$ cat config.mk
export PLATFORM = sky130hd
export DESIGN_NAME = encoder_health_glitch_unwrap_top
export DESIGN_NICKNAME = d
export VERILOG_FILES = /design/src/rtl/ehgu_pkg.sv /design/src/rtl/ehgu_unwrap.sv /design/src/rtl/ehgu_health.sv /design/src/rtl/encoder_health_glitch_unwrap_top.sv
export SDC_FILE = /design/constraint.sdc
export NUM_CORES = 1
export LEC_CHECK = 0
export BUFFER_PORTS_ARGS = -buffer_cell sky130_fd_sc_hd__buf_4
export CORE_MARGIN = 5
export CORE_UTILIZATION = 50
export DETAILED_ROUTE_END_ITERATION = 10
export PLACE_DENSITY = 0.68
export SLEW_MARGIN = 40
export SYNTH_ARGS = -nofsm -noshare
export SYNTH_HDL_FRONTEND = slang
export SYNTH_SLANG_ARGS = --single-unit
$ cat constraint.sdc
create_clock -name clk -period 11 [get_ports clk]
set_input_delay 1.1 -clock clk [delete_from_list [all_inputs] [get_ports clk]]
set_output_delay 1.1 -clock clk [all_outputs]
set_load 0.02 [all_outputs]
$ cat src/rtl/ehgu_pkg.sv
`timescale 1ns / 1ps
// ----------------------------------------------------------------------------
// ehgu_pkg: shared types and constants for the encoder health / unwrap block
// Register indexes, field widths, configuration defaults and the structs
// passed between the unwrap stage, the health tracker and the top level.
// ----------------------------------------------------------------------------
package ehgu_pkg;

	// single-turn resolution; the wrap is a plain modulo of the raw width
	localparam int COUNTS_PER_REV = 4096;
	localparam int RAW_W          = $clog2(COUNTS_PER_REV);
	localparam int POS_W          = 32;

	// configuration field widths
	localparam int OFFSET_W = 21;
	localparam int STEP_W   = 12;
	localparam int THR_W    = 4;
	localparam int BUS_W    = 8;
	localparam int CFG_W    = OFFSET_W;
	localparam int IDX_W    = 3;

	// streak counters
	localparam int                BAD_W   = 20;
	localparam logic [BAD_W-1:0]  BAD_CAP = BAD_W'(1000000);

	// register indexes
	localparam logic [IDX_W-1:0] REG_HALL_OFFSET      = 3'd0;
	localparam logic [IDX_W-1:0] REG_MAX_STEP         = 3'd1;
	localparam logic [IDX_W-1:0] REG_BAD_TO_UNHEALTHY = 3'd2;
	localparam logic [IDX_W-1:0] REG_GOOD_TO_HEALTHY  = 3'd3;
	localparam logic [IDX_W-1:0] REG_BAD_TO_BUSCLEAR  = 3'd4;

	// reset values of the registers
	localparam logic [OFFSET_W-1:0] DEF_HALL_OFFSET      = '0;
	localparam logic [STEP_W-1:0]   DEF_MAX_STEP         = 12'd512;
	localparam logic [THR_W-1:0]    DEF_BAD_TO_UNHEALTHY = 4'd3;
	localparam logic [THR_W-1:0]    DEF_GOOD_TO_HEALTHY  = 4'd3;
	localparam logic [BUS_W-1:0]    DEF_BAD_TO_BUSCLEAR  = 8'd50;

	typedef struct packed {
		logic signed [OFFSET_W-1:0] hall_offset_counts;
		logic [STEP_W-1:0]          max_step;
		logic [THR_W-1:0]           bad_to_unhealthy;
		logic [THR_W-1:0]           good_to_healthy;
		logic [BUS_W-1:0]           bad_to_busclear;
	} cfg_t;

	typedef struct packed {
		logic             read_ok;
		logic [RAW_W-1:0] enc_angle;
		logic             hall_event;
	} item_t;

	typedef struct packed {
		logic feedback_ok;
		logic bus_recover;
	} health_t;

endpackage

$ cat src/rtl/ehgu_unwrap.sv
`timescale 1ns / 1ps
// ----------------------------------------------------------------------------
// ehgu_unwrap: glitch gate and multi-turn position tracking
// Works out the shortest-path delta from the last accepted angle, rejects
// steps beyond max_step and keeps the zero-relative position up to date.
// ----------------------------------------------------------------------------
module ehgu_unwrap (
	input  logic                                clk,
	input  logic                                arst_n,
	input  logic                                advance,
	input  ehgu_pkg::item_t                     item,
	input  ehgu_pkg::cfg_t                      cfg,
	output logic                                sample_ok,
	output logic signed [ehgu_pkg::POS_W-1:0]   pos_next
);

	logic [ehgu_pkg::RAW_W-1:0]        prev_raw_q;
	logic                              primed_q;
	logic signed [ehgu_pkg::POS_W-1:0] pos_q;

	logic signed [ehgu_pkg::RAW_W-1:0] delta;
	logic [ehgu_pkg::RAW_W:0]          mag;
	logic                              too_far;

	// wrapped difference read as two's complement is the shortest path
	assign delta   = $signed(item.enc_angle - prev_raw_q);
	assign mag     = delta[ehgu_pkg::RAW_W-1] ?
	                 (ehgu_pkg::RAW_W+1)'(-$signed({delta[ehgu_pkg::RAW_W-1], delta})) :
	                 {1'b0, delta};
	assign too_far = mag > {1'b0, cfg.max_step};

	assign sample_ok = item.read_ok && (!primed_q || !too_far);

	// position is count minus reference; a hall event pins it to the offset
	always_comb begin
		if (item.hall_event) begin
			pos_next = ehgu_pkg::POS_W'(cfg.hall_offset_counts);
		end else if (sample_ok && primed_q) begin
			pos_next = pos_q + ehgu_pkg::POS_W'(delta);
		end else begin
			pos_next = pos_q;
		end
	end

	// tracking state
	always_ff @(posedge clk or negedge arst_n) begin
		if (!arst_n) begin
			prev_raw_q <= '0;
			primed_q   <= 1'b0;
			pos_q      <= '0;
		end else if (advance) begin
			pos_q <= pos_next;
			if (sample_ok) begin
				prev_raw_q <= item.enc_angle;
				primed_q   <= 1'b1;
			end
		end
	end

endmodule

$ cat src/rtl/ehgu_health.sv
`timescale 1ns / 1ps
// ----------------------------------------------------------------------------
// ehgu_health: good/bad streak counters and debounced feedback flag
// Counts runs of good and bad samples, sets or clears the health flag at the
// configured thresholds and raises a bus recovery pulse on one streak length.
// ----------------------------------------------------------------------------
module ehgu_health (
	input  logic              clk,
	input  logic              arst_n,
	input  logic              advance,
	input  logic              sample_ok,
	input  ehgu_pkg::cfg_t    cfg,
	output ehgu_pkg::health_t health_next
);

	logic [ehgu_pkg::BAD_W-1:0] bad_q;
	logic [ehgu_pkg::THR_W-1:0] good_q;
	logic                       flag_q;

	logic [ehgu_pkg::BAD_W-1:0] bad_next;
	logic [ehgu_pkg::THR_W-1:0] good_next;
	logic                       flag_next;

	// streak updates and flag decision
	always_comb begin
		bad_next  = bad_q;
		good_next = good_q;
		flag_next = flag_q;
		health_next.bus_recover = 1'b0;
		if (sample_ok) begin
			bad_next = '0;
			if (good_q < cfg.good_to_healthy) begin
				good_next = good_q + 1'b1;
			end
			if (good_next >= cfg.good_to_healthy) begin
				flag_next = 1'b1;
			end
		end else begin
			good_next = '0;
			if (bad_q < ehgu_pkg::BAD_CAP) begin
				bad_next = bad_q + 1'b1;
			end
			if (bad_next >= ehgu_pkg::BAD_W'(cfg.bad_to_unhealthy)) begin
				flag_next = 1'b0;
			end
			health_next.bus_recover = (bad_next == ehgu_pkg::BAD_W'(cfg.bad_to_busclear));
		end
		health_next.feedback_ok = flag_next;
	end

	// streak state
	always_ff @(posedge clk or negedge arst_n) begin
		if (!arst_n) begin
			bad_q  <= '0;
			good_q <= '0;
			flag_q <= 1'b0;
		end else if (advance) begin
			bad_q  <= bad_next;
			good_q <= good_next;
			flag_q <= flag_next;
		end
	end

endmodule

$ cat src/rtl/encoder_health_glitch_unwrap_top.sv
`timescale 1ns / 1ps
// ----------------------------------------------------------------------------
// encoder_health_glitch_unwrap_top: encoder glitch gate, unwrap and health
// Takes one absolute encoder sample per request and returns one result with
// the debounced health flag, zero-relative position, recovery pulse and the
// gate decision.
//
//   channel  handshake             payload
//   in       in_valid / in_ready   read_ok, enc_angle, hall_event
//   out      out_valid / out_ready feedback_ok, position, bus_recover,
//                                  sample_accepted
//   cfg      cfg_we                cfg_index, cfg_data
//
// One request per cycle sustained while out_ready is high; out_valid rises when
// the item moves from the input register into the result register.
// The state update is one pass of add, compare and streak logic between the
// input register and the result register.
// A stalled output holds its result while the input register still takes one
// more request; after reset all state and configuration take their defaults.
// ----------------------------------------------------------------------------
module encoder_health_glitch_unwrap_top (
	input  logic                                     clk,
	input  logic                                     arst_n,
	// input requests
	input  logic                                     in_valid,
	output logic                                     in_ready,
	input  logic                                     read_ok,
	input  logic [ehgu_pkg::RAW_W-1:0]               enc_angle,
	input  logic                                     hall_event,
	// results
	output logic                                     out_valid,
	input  logic                                     out_ready,
	output logic                                     feedback_ok,
	output logic signed [ehgu_pkg::POS_W-1:0]        position,
	output logic                                     bus_recover,
	output logic                                     sample_accepted,
	// configuration writes
	input  logic                                     cfg_we,
	input  logic [ehgu_pkg::IDX_W-1:0]               cfg_index,
	input  logic [ehgu_pkg::CFG_W-1:0]               cfg_data
);

	ehgu_pkg::cfg_t  cfg_q;
	ehgu_pkg::item_t item_s1;
	logic            valid_s1;

	logic                              valid_s2;
	logic                              feedback_ok_s2;
	logic signed [ehgu_pkg::POS_W-1:0] position_s2;
	logic                              bus_recover_s2;
	logic                              accepted_s2;

	logic                              advance;
	logic                              sample_ok;
	logic signed [ehgu_pkg::POS_W-1:0] pos_next;
	ehgu_pkg::health_t                 health_next;

	// configuration registers
	always_ff @(posedge clk or negedge arst_n) begin
		if (!arst_n) begin
			cfg_q.hall_offset_counts <= ehgu_pkg::DEF_HALL_OFFSET;
			cfg_q.max_step           <= ehgu_pkg::DEF_MAX_STEP;
			cfg_q.bad_to_unhealthy   <= ehgu_pkg::DEF_BAD_TO_UNHEALTHY;
			cfg_q.good_to_healthy    <= ehgu_pkg::DEF_GOOD_TO_HEALTHY;
			cfg_q.bad_to_busclear    <= ehgu_pkg::DEF_BAD_TO_BUSCLEAR;
		end else if (cfg_we) begin
			case (cfg_index)
				ehgu_pkg::REG_HALL_OFFSET: begin
					cfg_q.hall_offset_counts <= cfg_data[ehgu_pkg::OFFSET_W-1:0];
				end
				ehgu_pkg::REG_MAX_STEP: begin
					cfg_q.max_step <= cfg_data[ehgu_pkg::STEP_W-1:0];
				end
				ehgu_pkg::REG_BAD_TO_UNHEALTHY: begin
					cfg_q.bad_to_unhealthy <= cfg_data[ehgu_pkg::THR_W-1:0];
				end
				ehgu_pkg::REG_GOOD_TO_HEALTHY: begin
					cfg_q.good_to_healthy <= cfg_data[ehgu_pkg::THR_W-1:0];
				end
				ehgu_pkg::REG_BAD_TO_BUSCLEAR: begin
					cfg_q.bad_to_busclear <= cfg_data[ehgu_pkg::BUS_W-1:0];
				end
				default: begin
				end
			endcase
		end
	end

	// stage handshake: the input register moves on when the result slot frees
	assign advance  = valid_s1 && (!valid_s2 || out_ready);
	assign in_ready = !valid_s1 || advance;

	// input register
	always_ff @(posedge clk or negedge arst_n) begin
		if (!arst_n) begin
			valid_s1 <= 1'b0;
		end else if (in_ready) begin
			valid_s1 <= in_valid;
		end
	end

	always_ff @(posedge clk) begin
		if (in_valid && in_ready) begin
			item_s1.read_ok    <= read_ok;
			item_s1.enc_angle  <= enc_angle;
			item_s1.hall_event <= hall_event;
		end
	end

	// glitch gate and position tracking
	ehgu_unwrap u_unwrap (
		.clk       (clk),
		.arst_n    (arst_n),
		.advance   (advance),
		.item      (item_s1),
		.cfg       (cfg_q),
		.sample_ok (sample_ok),
		.pos_next  (pos_next)
	);

	// streak counters and health flag
	ehgu_health u_health (
		.clk         (clk),
		.arst_n      (arst_n),
		.advance     (advance),
		.sample_ok   (sample_ok),
		.cfg         (cfg_q),
		.health_next (health_next)
	);

	// result register
	always_ff @(posedge clk or negedge arst_n) begin
		if (!arst_n) begin
			valid_s2 <= 1'b0;
		end else if (advance) begin
			valid_s2 <= 1'b1;
		end else if (out_ready) begin
			valid_s2 <= 1'b0;
		end
	end

	always_ff @(posedge clk) begin
		if (advance) begin
			feedback_ok_s2 <= health_next.feedback_ok;
			position_s2    <= pos_next;
			bus_recover_s2 <= health_next.bus_recover;
			accepted_s2    <= sample_ok;
		end
	end

	assign out_valid       = valid_s2;
	assign feedback_ok     = feedback_ok_s2;
	assign position        = position_s2;
	assign bus_recover     = bus_recover_s2;
	assign sample_accepted = accepted_s2;

`ifndef SYNTH
	// an empty result slot never holds back the input side
	a_ready_when_empty: assert property (@(posedge clk) disable iff (!arst_n)
		!valid_s2 |-> in_ready)
		else $error("in_ready low while result register empty");

	// recovery is only requested on a rejected sample
	a_recover_on_bad: assert property (@(posedge clk) disable iff (!arst_n)
		advance && health_next.bus_recover |-> !sample_ok)
		else $error("bus recovery raised on an accepted sample");

	// health can only come back on a sample that passed the gate
	a_health_rise_good: assert property (@(posedge clk) disable iff (!arst_n)
		advance && health_next.feedback_ok && !feedback_ok_s2 && valid_s2 |-> sample_ok)
		else $error("feedback_ok set by a rejected sample");
`endif

endmodule

==> summary.md <==
| Metric | Value |
|---|---|
| # setup viols final | `0` |
| EDFF count, synth | `49` |
| Number of port buffers | `79` |
| # nets final | `between 1000 and 1500` |
| Initial core utilization | `0.511` |
| Hold-fix buffers, CTS | `0` |
| Area grow syn2layout | `14.5%` |
| CTS tree | `done` |
| IO Pins | `80` |
| Synth area leader | `dfrtp_1` |
| Syn nets | `between 1000 and 1500` |
| Seq/Total Area, Yosys | `0.433` |
| Core Area | `0.0204 mm^2` |
| Vias per cell | `5.76` |
| Period utilization | `0.480` |
| R2R Setup Slk | `5.72 ns` |
| Setup bufs post-CTS | `0` |
| N_diodes | `0` |
| Drt total wl | `24.2 mm` |
| Fraction of layout cells with a size suffix above 1 | `0.200` |
| F_max | `0.189 GHz` |
| CTS resizes | `0` |
| CP delay by family, top | `simple AND/OR/NAND/NOR gates` |
| Critical path's most frequent cell | `inv_1` |
| Via count | `7999` |
| Synth Cell Area | `0.0104 mm^2` |
| Final Hold Viols | `0` |
| Startpoint type of the worst setup path | `register` |
| Vias in the first global route | `8112` |
| Clock Latency Late Sink | `0.44 ns` |
| Dpl cells | `1357` |
| Kind of end point of the critical path | `register` |
| Antenna violations before repair | `0` |
| H-tree Lvls | `4` |
| Slew headroom | `0.435` |
| Run status | `complete, no violations` |
| Synth unique cells | `just over 80` |
| CP Buf/Inv Count | `5` |
| Total iterations of the first detailed-routing run | `7` |
| Post-DRT Antenna Nets | `0` |
| Critical path class | `register to register` |
| Final HPWL DP | `17.2 mm` |
| Largest net degree at the start of global routing | `66` |
| Number of synthesis warnings | `0` |
| Max-cap viol count | `0` |
| Routability cong. | `0.880` |
| Sink Count | `between 150 and 200` |
| WP data arrival | `5.60 ns` |
| Hold WC Path Type | `register to register` |
| Worst EP required | `11.33 ns` |
| Worst slew pin tran | `around 0.85 ns` |
| Syn avg cell area | `between 10 and 15 um^2` |
| CTS Root Cell | `clkbuf_16` |
| Fin crit period | `5.28 ns` |
| Tot GR Track Use | `0.210` |
| Top cell type's share of synthesized area | `0.271` |
| Grt total ovfl | `0` |
| Dominant cells by area after synthesis | `dfrtp_1 (27%), edfxtp_1 (14%), ha_1 (8.2%)` |
| CP max FO | `28` |
| Wire length per cell | `17.4 um` |
| Dominant register cell in the synthesized netlist | `dfrtp_1` |
| CTS buffer count | `17` |
| FF+latch count, synth | `between 150 and 200` |
| RSZ-0062 raised after global routing | `no` |
| Fin cells | `approximately 1400` |
| DIE AREA | `between 0.02 and 0.025 mm^2` |
| Maximum buffer depth of the clock tree | `2` |
| Setup_tns | `0 ns` |
| Drt first-iter violations | `463` |
| Rows | `between 50 and 60` |
| First-pass GRT wire length | `40.7 mm` |
| DIE WIDTH | `154 um` |
| Skew final | `0.00958 ns` |
| Gate Count Post-Synth | `1036` |
| Die Ht | `154 um` |
| Slowest Stage Delay on Critical Path | `around 0.53 ns` |
| Slowest CP cell | `or4_1` |
| DRC | `0` |
| Final slew viol count | `0` |
| Clock-pin slew of the registers on the worst-case setup and hold paths | `0.07 ns` |
| Crit-path cells | `inv_1, ha_1, inv_1, fa_1, xnor2_1, inv_1, nor3_1, inv_1, or3_1, or4_1, nor3b_2, ha_1, and3_1, nand3_1, o211ai_1, a31oi_2, buf_4, nand2b_1, nand2b_1, o41ai_1` |
| Ys async rst share | `0.712` |
## logic make-up (layout without fill, tap and decap cells)
family	Yosys count	in the layout	share of synthesized area
buffers and inverters	91	174	0.0354
AOI/OAI and AO/OA	281	281	0.172
DFF	170	170	0.433
xor gates and xnor gates	67	67	0.0571
adders and majority gates	70	70	0.0855
and+or+nand+nor	281	281	0.137
muxes	76	76	0.0800
## sequential cells by signal, indices dropped and copies added (netlist names), 4 cells and up
| signal | cells |
|---|---|
| cfg_q | 49 |
| item_s1 | 14 |
| position | 32 |
| u_health.bad_q | 20 |
| u_health.good_q | 4 |
| u_unwrap.pos_q | 32 |
| u_unwrap.prev_raw_q | 12 |
## per-layer routing
layer  share of wire  track usage
met5               0            0
met4           0.019       0.0593
met3           0.055       0.0441
met1            0.45        0.277
met2            0.48        0.350
## cell usage in the layout (no fill, tap or decap), types with 5 or more instances in the layout
cell and count:
nand2_1 119, dfrtp_1 113, buf_4 89, o21ai_0 80, ha_1 68, a21oi_1 62, mux2_2 57, inv_1 50
edfxtp_1 49, nor2_1 45, xnor2_1 38, xor2_1 27, o31ai_1 20, a21o_1 19, nand3_1 19, mux2i_1 18
clkbuf_16 17, a31oi_1 16, nand2b_1 15, nor2b_1 13, a211oi_1 12, o21ai_1 11, nor3_1 10, nand4_1 9
and2_1 8, dfstp_2 8, o21a_1 7, o22ai_1 7, and3_1 6, o21bai_1 5, and4_1 5, inv_6 5
clkinv_4 5
## cell usage after synthesis, drive strengths merged (7+ instances only)
library cell,number
nand2,120
dfrtp,113
o21ai,91
ha,68
a21oi,65
mux2,58
inv,51
edfxtp,49
nor2,48
xnor2,40
clkbuf,32
xor2,27
o31ai,21
a21o,19
nand3,19
a31oi,18
mux2i,18
nand2b,16
a211oi,13
nor2b,13
nand4,12
nor3,12
and2,9
buf,8
dfstp,8
and4,7
o21a,7
o22ai,7
## metrics by stage
step | hold WS, ns | util | setup slack, ns | area, um^2
floorplan | 0.457 | - | 5.94 | 10400
global placement | 0.464 | 0.554 | 5.90 | 11300
detailed placement | 0.489 | 0.555 | 5.71 | 11300
CTS | 0.495 | 0.585 | 5.70 | 11900
global route | 0.524 | 0.585 | 5.28 | 11900
finish | 0.492 | 0.585 | 5.72 | 11900
## final timing paths
check	from	endpoint	cells past startpoint
worst max register to register	item_s1[1]$_DFFE_PP_	u_health.bad_q[13]$_DFFE_PN0P_	20
min in group asynchronous	arst_n	u_health.bad_q[2]$_DFFE_PN0P_	1
worst max-delay path	item_s1[1]$_DFFE_PP_	u_health.bad_q[13]$_DFFE_PN0P_	20
max in group asynchronous	arst_n	cfg_q[25]$_DFFE_PN1P_	2
worst min-delay path	valid_s1$_DFFE_PN0N_	out_valid$_DFFE_PN0P_	1
worst min register to register	valid_s1$_DFFE_PN0N_	out_valid$_DFFE_PN0P_	1
## worst register-to-register path: stages, from the launching register on
cell      delay [ns]
edfxtp_1        0.38
inv_1           0.07
ha_1            0.17
inv_1           0.06
fa_1            0.40
xnor2_1         0.30
inv_1           0.11
nor3_1          0.24
inv_1           0.10
or3_1           0.41
or4_1           0.53
nor3b_2         0.20
ha_1            0.17
and3_1          0.20
nand3_1         0.08
o211ai_1        0.40
a31oi_2         0.14
buf_4           0.25
nand2b_1        0.32
nand2b_1        0.35
o41ai_1         0.29
## final cells by class
class | instances | area (um^2)
clock buffers | 17 | 425
clock inverters | 15 | 186
fillers | 1747 | 8440
inverters | 51 | 191
multi-input cells | 775 | 5580
flip-flops and latches | 170 | 4510
well taps | 270 | 338
repair buffers | 91 | 691
Power is left out: the tool's default activity adds up to more than one toggle a clock period on the data nets, which glitch-free logic cannot reach.
